[src/design/mflg_pkg.sv]
`timescale 1ns / 1ps
package mflg_pkg;

  localparam int MAX_VERTICES_DEF = 16;
  localparam int MAX_EDGES_DEF    = 32;

  localparam int FLOW_W  = 38;
  localparam int CAP_W   = 32;
  localparam int EFLOW_W = 34;
  localparam int RES_W   = 35;
  localparam int WANT_W  = 41;
  localparam int VC_W    = 5;
  localparam int EP_W    = 4;
  localparam int CMP_W   = 8;

  localparam logic [WANT_W-1:0] PUSH_LIMIT = 41'h100_0000_0000;
  localparam logic [VC_W-1:0]   VC_RESET   = 5'd2;

  typedef enum logic {
    OP_ADD   = 1'b0,
    OP_SOLVE = 1'b1
  } op_t;

  typedef enum logic [4:0] {
    DP_NOP,
    DP_LOAD,
    DP_START,
    DP_BFS_INIT,
    DP_BFS_POP,
    DP_ARC_RD,
    DP_BFS_EVAL,
    DP_DFS_INIT,
    DP_ROOT,
    DP_NA_RD,
    DP_DESCEND,
    DP_SKIP,
    DP_RET_WANT,
    DP_RET_GOT,
    DP_POP,
    DP_ADD_TOTAL,
    DP_UPD,
    DP_EMIT_TOT,
    DP_EMIT_RD,
    DP_EMIT_EDGE,
    DP_FINISH
  } dp_op_t;

  typedef struct packed {
    dp_op_t op;
  } dp_cmd_t;

  typedef struct packed {
    logic in_solve;
    logic bfs_empty;
    logic sink_reached;
    logic bfs_arc_end;
    logic na_end;
    logic eligible;
    logic at_term;
    logic depth_zero;
    logic ret_zero;
    logic want_eq_ret;
    logic out_free;
    logic emit_end;
  } dp_stat_t;

  typedef enum logic [3:0] {
    S_IDLE,
    S_BFS_INIT,
    S_BFS_POP,
    S_BFS_RD,
    S_BFS_EVAL,
    S_DFS_INIT,
    S_ROOT,
    S_ENTER,
    S_SCAN,
    S_EVAL,
    S_RET,
    S_UPD_RD,
    S_UPD,
    S_EMIT_TOT,
    S_EMIT_RD,
    S_EMIT_EDGE
  } ctrl_state_t;

endpackage

[src/design/mflg_ctrl.sv]
`timescale 1ns / 1ps
module mflg_ctrl (
  input  logic               clk,
  input  logic               rst_n,
  input  logic               in_valid,
  output logic               in_ready,
  input  mflg_pkg::dp_stat_t stat,
  output mflg_pkg::dp_cmd_t  cmd
);

  mflg_pkg::ctrl_state_t state_r, state_nxt;

  always_ff @(posedge clk) begin
    if (!rst_n) begin
      state_r <= mflg_pkg::S_IDLE;
    end else begin
      state_r <= state_nxt;
    end
  end

  always_comb begin
    state_nxt = state_r;
    cmd.op    = mflg_pkg::DP_NOP;
    in_ready  = 1'b0;
    case (state_r)
      mflg_pkg::S_IDLE: begin
        in_ready = 1'b1;
        if (in_valid) begin
          if (stat.in_solve) begin
            cmd.op    = mflg_pkg::DP_START;
            state_nxt = mflg_pkg::S_BFS_INIT;
          end else begin
            cmd.op = mflg_pkg::DP_LOAD;
          end
        end
      end
      mflg_pkg::S_BFS_INIT: begin
        cmd.op    = mflg_pkg::DP_BFS_INIT;
        state_nxt = mflg_pkg::S_BFS_POP;
      end
      mflg_pkg::S_BFS_POP: begin
        if (stat.bfs_empty) begin
          state_nxt = stat.sink_reached ? mflg_pkg::S_DFS_INIT : mflg_pkg::S_EMIT_TOT;
        end else begin
          cmd.op    = mflg_pkg::DP_BFS_POP;
          state_nxt = mflg_pkg::S_BFS_RD;
        end
      end
      mflg_pkg::S_BFS_RD: begin
        if (stat.bfs_arc_end) begin
          state_nxt = mflg_pkg::S_BFS_POP;
        end else begin
          cmd.op    = mflg_pkg::DP_ARC_RD;
          state_nxt = mflg_pkg::S_BFS_EVAL;
        end
      end
      mflg_pkg::S_BFS_EVAL: begin
        cmd.op    = mflg_pkg::DP_BFS_EVAL;
        state_nxt = mflg_pkg::S_BFS_RD;
      end
      mflg_pkg::S_DFS_INIT: begin
        cmd.op    = mflg_pkg::DP_DFS_INIT;
        state_nxt = mflg_pkg::S_ROOT;
      end
      mflg_pkg::S_ROOT: begin
        cmd.op    = mflg_pkg::DP_ROOT;
        state_nxt = mflg_pkg::S_ENTER;
      end
      mflg_pkg::S_ENTER: begin
        if (stat.at_term) begin
          cmd.op    = mflg_pkg::DP_RET_WANT;
          state_nxt = mflg_pkg::S_RET;
        end else begin
          state_nxt = mflg_pkg::S_SCAN;
        end
      end
      mflg_pkg::S_SCAN: begin
        if (stat.na_end) begin
          cmd.op    = mflg_pkg::DP_RET_GOT;
          state_nxt = mflg_pkg::S_RET;
        end else begin
          cmd.op    = mflg_pkg::DP_NA_RD;
          state_nxt = mflg_pkg::S_EVAL;
        end
      end
      mflg_pkg::S_EVAL: begin
        if (stat.eligible) begin
          cmd.op    = mflg_pkg::DP_DESCEND;
          state_nxt = mflg_pkg::S_ENTER;
        end else begin
          cmd.op    = mflg_pkg::DP_SKIP;
          state_nxt = mflg_pkg::S_SCAN;
        end
      end
      mflg_pkg::S_RET: begin
        if (stat.depth_zero) begin
          if (stat.ret_zero) begin
            state_nxt = mflg_pkg::S_BFS_INIT;
          end else begin
            cmd.op    = mflg_pkg::DP_ADD_TOTAL;
            state_nxt = mflg_pkg::S_ROOT;
          end
        end else begin
          cmd.op    = mflg_pkg::DP_POP;
          state_nxt = mflg_pkg::S_UPD_RD;
        end
      end
      mflg_pkg::S_UPD_RD: begin
        if (stat.ret_zero) begin
          cmd.op    = mflg_pkg::DP_SKIP;
          state_nxt = mflg_pkg::S_SCAN;
        end else begin
          cmd.op    = mflg_pkg::DP_NA_RD;
          state_nxt = mflg_pkg::S_UPD;
        end
      end
      mflg_pkg::S_UPD: begin
        cmd.op    = mflg_pkg::DP_UPD;
        state_nxt = stat.want_eq_ret ? mflg_pkg::S_RET : mflg_pkg::S_SCAN;
      end
      mflg_pkg::S_EMIT_TOT: begin
        if (stat.out_free) begin
          cmd.op    = mflg_pkg::DP_EMIT_TOT;
          state_nxt = mflg_pkg::S_EMIT_RD;
        end
      end
      mflg_pkg::S_EMIT_RD: begin
        if (stat.emit_end) begin
          cmd.op    = mflg_pkg::DP_FINISH;
          state_nxt = mflg_pkg::S_IDLE;
        end else begin
          cmd.op    = mflg_pkg::DP_EMIT_RD;
          state_nxt = mflg_pkg::S_EMIT_EDGE;
        end
      end
      mflg_pkg::S_EMIT_EDGE: begin
        if (stat.out_free) begin
          cmd.op    = mflg_pkg::DP_EMIT_EDGE;
          state_nxt = mflg_pkg::S_EMIT_RD;
        end
      end
      default: begin
        state_nxt = mflg_pkg::S_IDLE;
      end
    endcase
  end

endmodule

[config.mk]
export PLATFORM = sky130hd
export DESIGN_NAME = mflg_ctrl
export DESIGN_NICKNAME = d
export VERILOG_FILES = /design/src/design/mflg_pkg.sv /design/src/design/mflg_ctrl.sv
export SDC_FILE = /design/constraint.sdc
export NUM_CORES = 1
export LEC_CHECK = 0
export BUFFER_PORTS_ARGS = -buffer_cell sky130_fd_sc_hd__buf_2
export CAP_MARGIN = 20
export CORE_MARGIN = 5
export CORE_UTILIZATION = 29
export CTS_BUF_LIST = sky130_fd_sc_hd__clkbuf_4
export CTS_CLUSTER_SIZE = 10
export DETAILED_ROUTE_END_ITERATION = 10
export SYNTH_ARGS = -nofsm -noshare
export SYNTH_HDL_FRONTEND = slang
export SYNTH_SLANG_ARGS = --single-unit
export TNS_END_PERCENT = 50
[constraint.sdc]
create_clock -name clk -period 1.7 [get_ports clk]
set_input_delay 0.085 -clock clk [delete_from_list [all_inputs] [get_ports clk]]
set_output_delay 0.085 -clock clk [all_outputs]
set_load 0.01 [all_outputs]
==> results.py, run 1 <==
metrics = {
    "floorplanning": {
        "fp.dieArea_um2": 3490,
        "rows": 17,
        "die_w_um": 59.1,
        "pin_count": 21,
        "coreArea_um2": 2250,
        "die_y_um": 59.1,
        "initial_core_util_pct": 31.0,
    },
    "routing": {
        "drt-initial-drc-count": 22,
        "wl_um": 2140,
        "via_per_inst": 5.72,
        "firstDrtPassIters": 4,
        "antenna_left": 0,
        "wl_per_cell_um": 14.8,
        "routed-via-count": 824,
        "drc_errors": 0,
    },
    "sta": {
        "slew_headroom_pct": 82.9,
        "hold_violations": 0,
        "worstMarginPinSlew_ns": 0.255,
        "fmax_mhz": 614,
        "post-route-min-period_ns": 1.63,
        "finalMaxSlewViolations": 0,
        "setup_viol": 0,
        "period_share_pct": 95.7,
        "finalSetupTns_ns": 0,
        "clock_skew_ns": 0.00555,
    },
    "final_layout": {
        "final_layout_size_suffix_gt1_share_pct": 39.7,
        "nets": 133,
        "layout_commonest_cell": "buf_2",
        "finish.utilization_pct": 38.8,
        "largest_reg_flops": 4,
        "antennaDiodeCount": 0,
        "layout.cells.non_filler": 144,
        "area_growth_pct": 25.0,
        "top_register": "state_r",
        "most-common-layout-cells": "buf_2, nand2b_1, buf_4, a21oi_1, nand2_1",
        "top_regs": "state_r: 4 flops",
    },
    "yosys": {
        "syn_area_per_cell_um2": 7.60,
        "synth_top_area_share_pct": 11.4,
        "synth_cell_types": 41,
        "synthCells": 92,
        "yosys_warnings": 0,
        "syn_area_um2": 699,
        "synth_top_area_cell": "dfxtp_1",
        "ys_seq_area_share_pct": 11.4,
        "synth_nets": 107,
        "synth-seq-cells": 4,
        "synth_area_leaders": "dfxtp_1, nand2b_1, a21oi_1",
    },
    "cts": {
        "insertion_delay_ns": 0.24,
        "cts_made_buffers": 3,
        "postCtsSetupBuffers": 0,
        "path_clk_slew_ns": 0.04,
        "cts_sinks": 4,
        "cts_buffer_depth": 2,
        "cts-root-buf": "clkbuf_4",
        "htree_levels": 1,
        "hold_buffers": 0,
        "tritoncts": "yes",
    },
    "global_routing": {
        "grt_usage_pct": 12.8,
        "grt_start_max_net_pins": 16,
        "grt_overflow": 0,
        "grt_pass1_vias": 736,
        "grt_pass1_wl_um": 3430,
        "antenna_found_initial": 0,
    },
    "run_status": {
        "outcome": "complete, no violations",
    },
    "worst_setup_path": {
        "cp_data_arrival_time_ns": 1.54,
        "end_kind": "output pin",
        "path_class": "reg -> out",
        "cp-start-kind": "flop",
        "required_ns": 1.62,
        "critical_path.max_fanout": 15,
    },
    "placement": {
        "dp_cells": 141,
        "gp_congestion": 0.880,
        "io_buffers": 20,
        "dp_hpwl_um": 1690,
    },
    "flow_run": {
        "cap_violations": 0,
    },
    "power": {
        "fin_total_pwr_mw": 0.406,
        "p_per_area_nw_per_um2": 464,
        "irDropWorstVdd_mv": 0.282,
        "leakagePower_nw": 0.344,
    },
    "hold_path": {
        "hp-class": "in -> reg",
    },
}
-- stage by stage --
step	area, µm²	setup slack (ns)	hold WS (ns)
4_1_cts	856	0.0428	0.0954
2_1_floorplan	699	0.460	0.203
3_3_place_gp	826	0.157	0.347
5_1_grt	875	-0.00221	0.105
3_5_place_dp	826	0.135	0.347
6_report	875	0.0725	0.110
-- synthesized netlist by cell type --
| master | n |
|---|---|
| a21boi_0 | 2 |
| a21boi_1 | 1 |
| a21oi_1 | 7 |
| a22oi_2 | 1 |
| a2bb2oi_1 | 2 |
| a311o_1 | 1 |
| a31oi_1 | 2 |
| a32oi_1 | 4 |
| and2b_1 | 1 |
| and2b_4 | 1 |
| and3_1 | 2 |
| and3b_1 | 1 |
| buf_2 | 1 |
| buf_4 | 3 |
| buf_6 | 3 |
| buf_8 | 1 |
| dfxtp_1 | 4 |
| inv_1 | 2 |
| mux2_2 | 1 |
| nand2_1 | 6 |
| nand2_2 | 1 |
| nand2b_1 | 9 |
| nand3_1 | 3 |
| nand3b_1 | 3 |
| nand4_1 | 2 |
| nor2_1 | 2 |
| nor2_2 | 1 |
| nor2b_1 | 5 |
| nor3_1 | 1 |
| nor3b_2 | 1 |
| nor4_4 | 1 |
| nor4bb_1 | 1 |
| o2111ai_1 | 1 |
| o211a_1 | 1 |
| o211ai_1 | 2 |
| o21a_1 | 2 |
| o21ai_0 | 5 |
| o21bai_1 | 1 |
| o221ai_1 | 1 |
| o22a_1 | 1 |
| o22ai_1 | 2 |
-- critical path, stage by stage, from the launching register on --
cell and delay, ns:
dfxtp_4 0.39, buf_4 0.16, nor4_4 0.29, a21boi_4 0.26, a31oi_1 0.06, buf_2 0.14
-- repair_timing --
action,4_1_cts,5_1_grt
resized for setup,4,6
setup endpoints to repair,3,3
cloned,0,0
endpoints found under the hold margin,0,0
-- layout make-up --
type                    count  area (µm²)
well taps                  28        35.0
multi-input cells          78         553
flip-flops and latches      4        88.8
clock buffers               3        22.5
repair buffers             29         168
fillers                   262        1380
inverters                   2        7.51
-- cell families (layout without fill, tap and decap cells) --
kind of cell    Yosys count  in the layout  synth area share [%]
mux                       1              1                  1.61
simple gates             41             41                  38.3
flops                     4              4                  11.4
compound gates           36             36                  36.7
buf+inv                  10             34                  12.0
-- worst paths after layout --
check             slack, ns         end  cells past startpoint        from
setup reg to reg       0.33  state_r[0]                      5  state_r[0]
hold reg to reg        0.61  state_r[3]                      2  state_r[3]
hold / removal         0.11  state_r[2]                      2       rst_n
setup / recovery       0.07      cmd[1]                      5  state_r[0]
-- routing by layer --
metal / vias to the layer above / routed length, µm / part of all wire [%] / GRT usage [%]
li1: 398 / - / - / -
met1: 393 / 933 / 44 / 16.9
met2: 31 / 1040 / 49 / 20.2
met3: 2 / 150 / 7.0 / 1.96
met4: 0 / 9 / 0.42 / 5.83
met5: - / 0 / 0 / 0
-- report_power, final --
| part | total (mW) | switching, mW | internal (mW) |
|---|---|---|---|
| Combinational | 0.174 | 0.0862 | 0.0882 |
| Sequential | 0.112 | 0.0142 | 0.0980 |
| Clock | 0.119 | 0.0404 | 0.0791 |
No activity file was read; power rests on OpenSTA's default activity.
==> inputs of run 2 (changes only) <==
BUFFER_PORTS_ARGS = not set   (was -buffer_cell sky130_fd_sc_hd__buf_2)
CORE_UTILIZATION = 35   (was 29)
DONT_BUFFER_PORTS = 1   (was not set)
==> run 2 against run 1 <==
Fmax about the same. Setup slack about the same. Critical path depth decreased by 1. Cell count decreased by 15%. Die area decreased by 14%. Wire length decreased by 6.2%. Power decreased by 6.5%. Global-route usage increased by 3.0 points. Clock skew increased by 0.0083 ns. Sequential share of layout area increased by 0.94 points. Sequential power about the same. Critical endpoint unchanged. Largest cell class unchanged.
==> results.py, run 2 (synthesis results as in run 1) <==
metrics = {
    "sta": {
        "hold_violations": 0,
        "finalSetupTns_ns": 0,
        "worstMarginPinSlew_ns": 0.410,
        "setup_ws_ns": 0.0729,
        "rsz0062_at_grt": "no",
        "finalMaxSlewViolations": 0,
        "setup_viol": 0,
        "post-route-min-period_ns": 1.63,
        "slew_headroom_pct": 72.4,
        "fmax_mhz": 615,
        "period_share_pct": 95.7,
        "clock_skew_ns": 0.0138,
    },
    "final_layout": {
        "nets": 112,
        "layout_commonest_cell": "nand2b_1",
        "largest_reg_flops": 4,
        "most-common-layout-cells": "nand2b_1, buf_4, nand2_1, a21oi_1",
        "final_layout_size_suffix_gt1_share_pct": 23.2,
        "top_register": "state_r",
        "area_growth_pct": 8.05,
        "top_regs": "state_r: 4 flops",
        "antennaDiodeCount": 0,
    },
    "global_routing": {
        "grt_util_met3_pct": 6.54,
        "grt_overflow": 0,
        "grt_use_met1_pct": 20.9,
        "grt_start_max_net_pins": 18,
        "grt_pass1_vias": 662,
        "grt_usage_pct": 15.8,
        "grt_pass1_wl_um": 3260,
        "grt_busiest_layer": "met2",
        "use_met2_pct": 22.4,
        "antenna_found_initial": 0,
    },
    "routing": {
        "drc_errors": 0,
        "firstDrtPassIters": 4,
        "wl_um": 2010,
        "wl_per_cell_um": 16.4,
        "drt-initial-drc-count": 21,
        "antenna_left": 0,
        "via_per_inst": 5.82,
        "routed-via-count": 710,
    },
    "floorplanning": {
        "die_y_um": 54.7,
        "die_w_um": 54.7,
        "coreArea_um2": 1940,
        "pin_count": 21,
        "rows": 16,
        "initial_core_util_pct": 36.0,
        "fp.dieArea_um2": 2990,
    },
    "power": {
        "p_per_area_nw_per_um2": 502,
        "p_comb_share_pct": 37.9,
        "fin_total_pwr_mw": 0.380,
        "leakagePower_nw": 0.246,
        "clkPwrFrac_pct": 33.4,
        "p_int_mw": 0.246,
        "p_seq_share_pct": 28.7,
        "irDropWorstVdd_mv": 0.492,
        "p_sw_share_pct": 35.1,
        "switchingPower_mw": 0.133,
    },
    "placement": {
        "dp_hpwl_um": 1570,
        "io_buffers": 0,
        "gp_congestion": 0.882,
        "dpl_worst_slack_ns": 0.253,
    },
    "cts": {
        "cts-root-buf": "clkbuf_4",
        "path_clk_slew_ns": 0.03,
        "insertion_delay_ns": 0.25,
        "htree_levels": 1,
        "postCtsSetupBuffers": 0,
        "cts_sinks": 4,
        "cts_buffer_depth": 2,
        "tritoncts": "yes",
        "cts_made_buffers": 3,
    },
    "worst_setup_path": {
        "required_ns": 1.62,
        "reg2reg_from": "state_r[0]",
        "path_class": "reg -> out",
        "end_kind": "output pin",
        "worstSetupStartpoint": "state_r[0]",
        "cp-start-kind": "flop",
        "cp_data_arrival_time_ns": 1.54,
        "critical_path.max_fanout": 9,
    },
    "hold_path": {
        "hp-class": "in -> reg",
        "min_from": "rst_n",
    },
    "run_status": {
        "outcome": "complete, no violations",
    },
    "flow_run": {
        "cap_violations": 0,
    },
}
==> run 2: layout make-up <==
cell class | count | area (µm²)
fill | 211 | 1190
multi-input combinational | 78 | 546
sequential | 4 | 83.8
timing repair buffer | 8 | 62.6
tap | 27 | 33.8
clock buffer | 3 | 22.5
inverter | 2 | 7.51
==> run 2: per-stage QoR <==
| step | hold WS (ns) | std cells | util [%] | instance area [µm²] |
|---|---|---|---|---|
| 2_1_floorplan | 0.203 | 92 | - | 699 |
| 3_3_place_gp | 0.215 | 118 | 36.5 | 709 |
| 3_5_place_dp | 0.218 | 118 | 36.5 | 709 |
| 4_1_cts | 0.0159 | 122 | 38.3 | 743 |
| 5_1_grt | 0.0311 | 122 | 38.9 | 756 |
| 6_report | 0.0184 | 122 | 38.9 | 756 |
==> run 2: path summary, 6_finish.rpt <==
path | end | slack, ns | cells after the start
worst max-delay path | cmd[1] | 0.07 | 4
worst min-delay path | state_r[0] | 0.02 | 1
worst max register to register | state_r[0] | 0.28 | 4
worst min register to register | state_r[3] | 0.61 | 2
==> run 2: per-layer routing <==
metal | share of wire, % | routed length, µm
met3 | 9.1 | 182
met1 | 43 | 864
met4 | 1.2 | 24
met2 | 47 | 934
met5 | 0 | 0
==> run 2: timing repair <==
action                                  4_1_cts  5_1_grt
hold buffers                                  1        0
hold endpoints to repair                      3        0
endpoints found under the setup margin        1        3
resized for setup                             1        5
==> run 2: power groups by stage <==
stage | combinational, mW | sequential, mW | clock (mW)
5_1_grt | 0.157 | 0.109 | 0.136
3_5_place_dp | 0.136 | 0.110 | 0
2_1_floorplan | 0.117 | 0.103 | 0
3_3_place_gp | 0.136 | 0.110 | 0
6_report | 0.144 | 0.109 | 0.127
4_1_cts | 0.139 | 0.108 | 0.129
==> run 2: critical path, stage by stage (launching register included) <==
cell and delay, ns:
dfxtp_1 0.38, buf_4 0.21, nor4_4 0.25, a21boi_1 0.37, a31oi_2 0.10
==> inputs of run 3 (changes only) <==
clock period = 1.75 ns   (was 1.7 ns; I/O delays follow)
==> run 3 against run 2 <==
Sequential power about the same. Hold slack got worse by 0.0047 ns. Via count rose by 1.8%. Setup slack better by 0.028 ns. Register-to-register slack barely moved. Clock power fell by 5%.
==> results.py, run 3 (synthesis results as in run 1) <==
metrics = {
    "placement": {
        "dp_hpwl_um": 1530,
        "io_buffers": 0,
        "dpl_worst_slack_ns": 0.280,
        "dp_cells": 117,
        "gp_congestion": 0.847,
    },
    "routing": {
        "drc_errors": 0,
        "drt-initial-drc-count": 22,
        "firstDrtPassIters": 4,
        "antenna_left": 0,
        "via_per_inst": 5.98,
        "routed-via-count": 723,
        "wl_um": 1970,
        "wl_per_cell_um": 16.3,
    },
    "run_status": {
        "outcome": "complete, no violations",
    },
    "worst_setup_path": {
        "cp_slowest_stage_delay_ns": 0.57,
        "cp_data_arrival_time_ns": 1.56,
        "crit_family": "flip-flops",
        "end_kind": "output pin",
        "cp-start-kind": "flop",
        "critical_path.max_fanout": 12,
        "path_class": "reg -> out",
        "required_ns": 1.66,
        "crit_buf_inv": 0,
        "critical-path-slowest-cell": "dfxtp_1",
        "crit_chain": "nor2b_1 > a32oi_1 > a2bb2oi_1 > a21oi_2",
    },
    "cts": {
        "postCtsSetupBuffers": 0,
        "cts_sinks": 4,
        "insertion_delay_ns": 0.24,
        "cts-root-buf": "clkbuf_4",
        "cts_buffer_depth": 2,
        "cts_made_buffers": 3,
        "htree_levels": 1,
        "tritoncts": "yes",
        "path_clk_slew_ns": 0.04,
    },
    "power": {
        "fin_total_pwr_mw": 0.365,
        "irDropWorstVdd_mv": 0.195,
        "p_sw_share_pct": 34.7,
        "leakagePower_nw": 0.240,
        "clkPwrFrac_pct": 33.0,
        "switchingPower_mw": 0.127,
        "p_per_area_nw_per_um2": 488,
        "p_comb_share_pct": 37.5,
        "p_seq_share_pct": 29.5,
        "p_int_mw": 0.239,
    },
    "sta": {
        "finalSetupTns_ns": 0,
        "setup_viol": 0,
        "slew_headroom_pct": 71.8,
        "setup_ws_ns": 0.101,
        "worstMarginPinSlew_ns": 0.423,
        "post-route-min-period_ns": 1.65,
        "finalMaxSlewViolations": 0,
        "rsz0062_at_grt": "no",
        "fmax_mhz": 606,
        "clock_skew_ns": 0.000199,
        "period_share_pct": 94.3,
        "hold_violations": 0,
    },
    "final_layout": {
        "top_register": "state_r",
        "area_growth_pct": 7.16,
        "final_layout_size_suffix_gt1_share_pct": 21.3,
        "most-common-layout-cells": "nand2b_1, nand2_1, a21oi_1, buf_4",
        "layout_commonest_cell": "nand2b_1",
        "nets": 111,
        "top_regs": "state_r: 4 flops",
        "largest_reg_flops": 4,
        "layout.cells.non_filler": 121,
        "antennaDiodeCount": 0,
    },
    "global_routing": {
        "grt_overflow": 0,
        "grt_use_met1_pct": 18.4,
        "grt_util_met3_pct": 4.63,
        "grt_pass1_vias": 649,
        "grt_usage_pct": 14.1,
        "grt_start_max_net_pins": 19,
        "grt_busiest_layer": "met2",
        "antenna_found_initial": 0,
        "grt_pass1_wl_um": 2990,
        "use_met2_pct": 20.5,
    },
    "hold_path": {
        "hp-class": "in -> reg",
    },
    "floorplanning": {
        "fp.dieArea_um2": 2990,
        "initial_core_util_pct": 36.0,
        "rows": 16,
        "die_w_um": 54.7,
        "die_y_um": 54.7,
        "pin_count": 21,
        "coreArea_um2": 1940,
    },
    "flow_run": {
        "cap_violations": 0,
    },
}
[run 3: cell types whose count changed in the layout (fill, tap and decap cells not counted), sizes merged]
cell  change
buf       -1
[run 3: power groups by stage]
stage / Sequential [mW] / Combinational [mW] / Clock, mW
after CTS: 0.107 / 0.131 / 0.124
after floorplan: 0.100 / 0.114 / 0
after global routing: 0.109 / 0.149 / 0.127
final: 0.108 / 0.137 / 0.121
after detailed placement: 0.109 / 0.128 / 0
after global placement: 0.109 / 0.128 / 0
[run 3: path summary, 6_finish.rpt]
path | slack (ns) | depth (start not counted) | startpoint | end
worst max-delay path | 0.10 | 4 | state_r[3] | cmd[0]
worst min-delay path | 0.01 | 1 | rst_n | state_r[0]
worst max register to register | 0.27 | 4 | state_r[0] | state_r[3]
worst min register to register | 0.66 | 2 | state_r[1] | state_r[1]
[run 3: per-stage QoR]
step / hold WS [ns] / util, % / instance area [µm²]
detailed placement: 0.217 / 36.1 / 702
floorplan: 0.205 / - / 699
finish: 0.0137 / 38.6 / 749
global placement: 0.217 / 36.1 / 702
global route: 0.0321 / 38.6 / 749
CTS: 0.0166 / 37.8 / 734
[run 3: worst register-to-register path, stage by stage (launching register included)]
cell and delay, ns:
dfxtp_1 0.52, buf_4 0.22, mux2_2 0.34, a32oi_1 0.17
a21boi_0 0.11
[run 3: layer usage]
metal	share of wire (%)	routed length [µm]	vias to the layer above
met5	0	0	-
met4	2.8	55	0
met3	8.3	163	8
met2	46	895	30
met1	43	852	332
li1	-	-	353
[run 3: area by class of cell]
class,instances,area (µm²)
Fill cell,215,1190
Multi-Input combinational cell,78,549
Sequential cell,4,81.3
Timing Repair Buffer,7,55.1
Tap cell,27,33.8
Clock buffer,3,22.5
Inverter,2,7.51
[run 3: repair_timing]
item | 4_1_cts | 5_1_grt
resized for setup | 0 | 4
hold buffers | 1 | 0
endpoints found under the setup margin | 0 | 3
hold endpoints to repair | 3 | 0
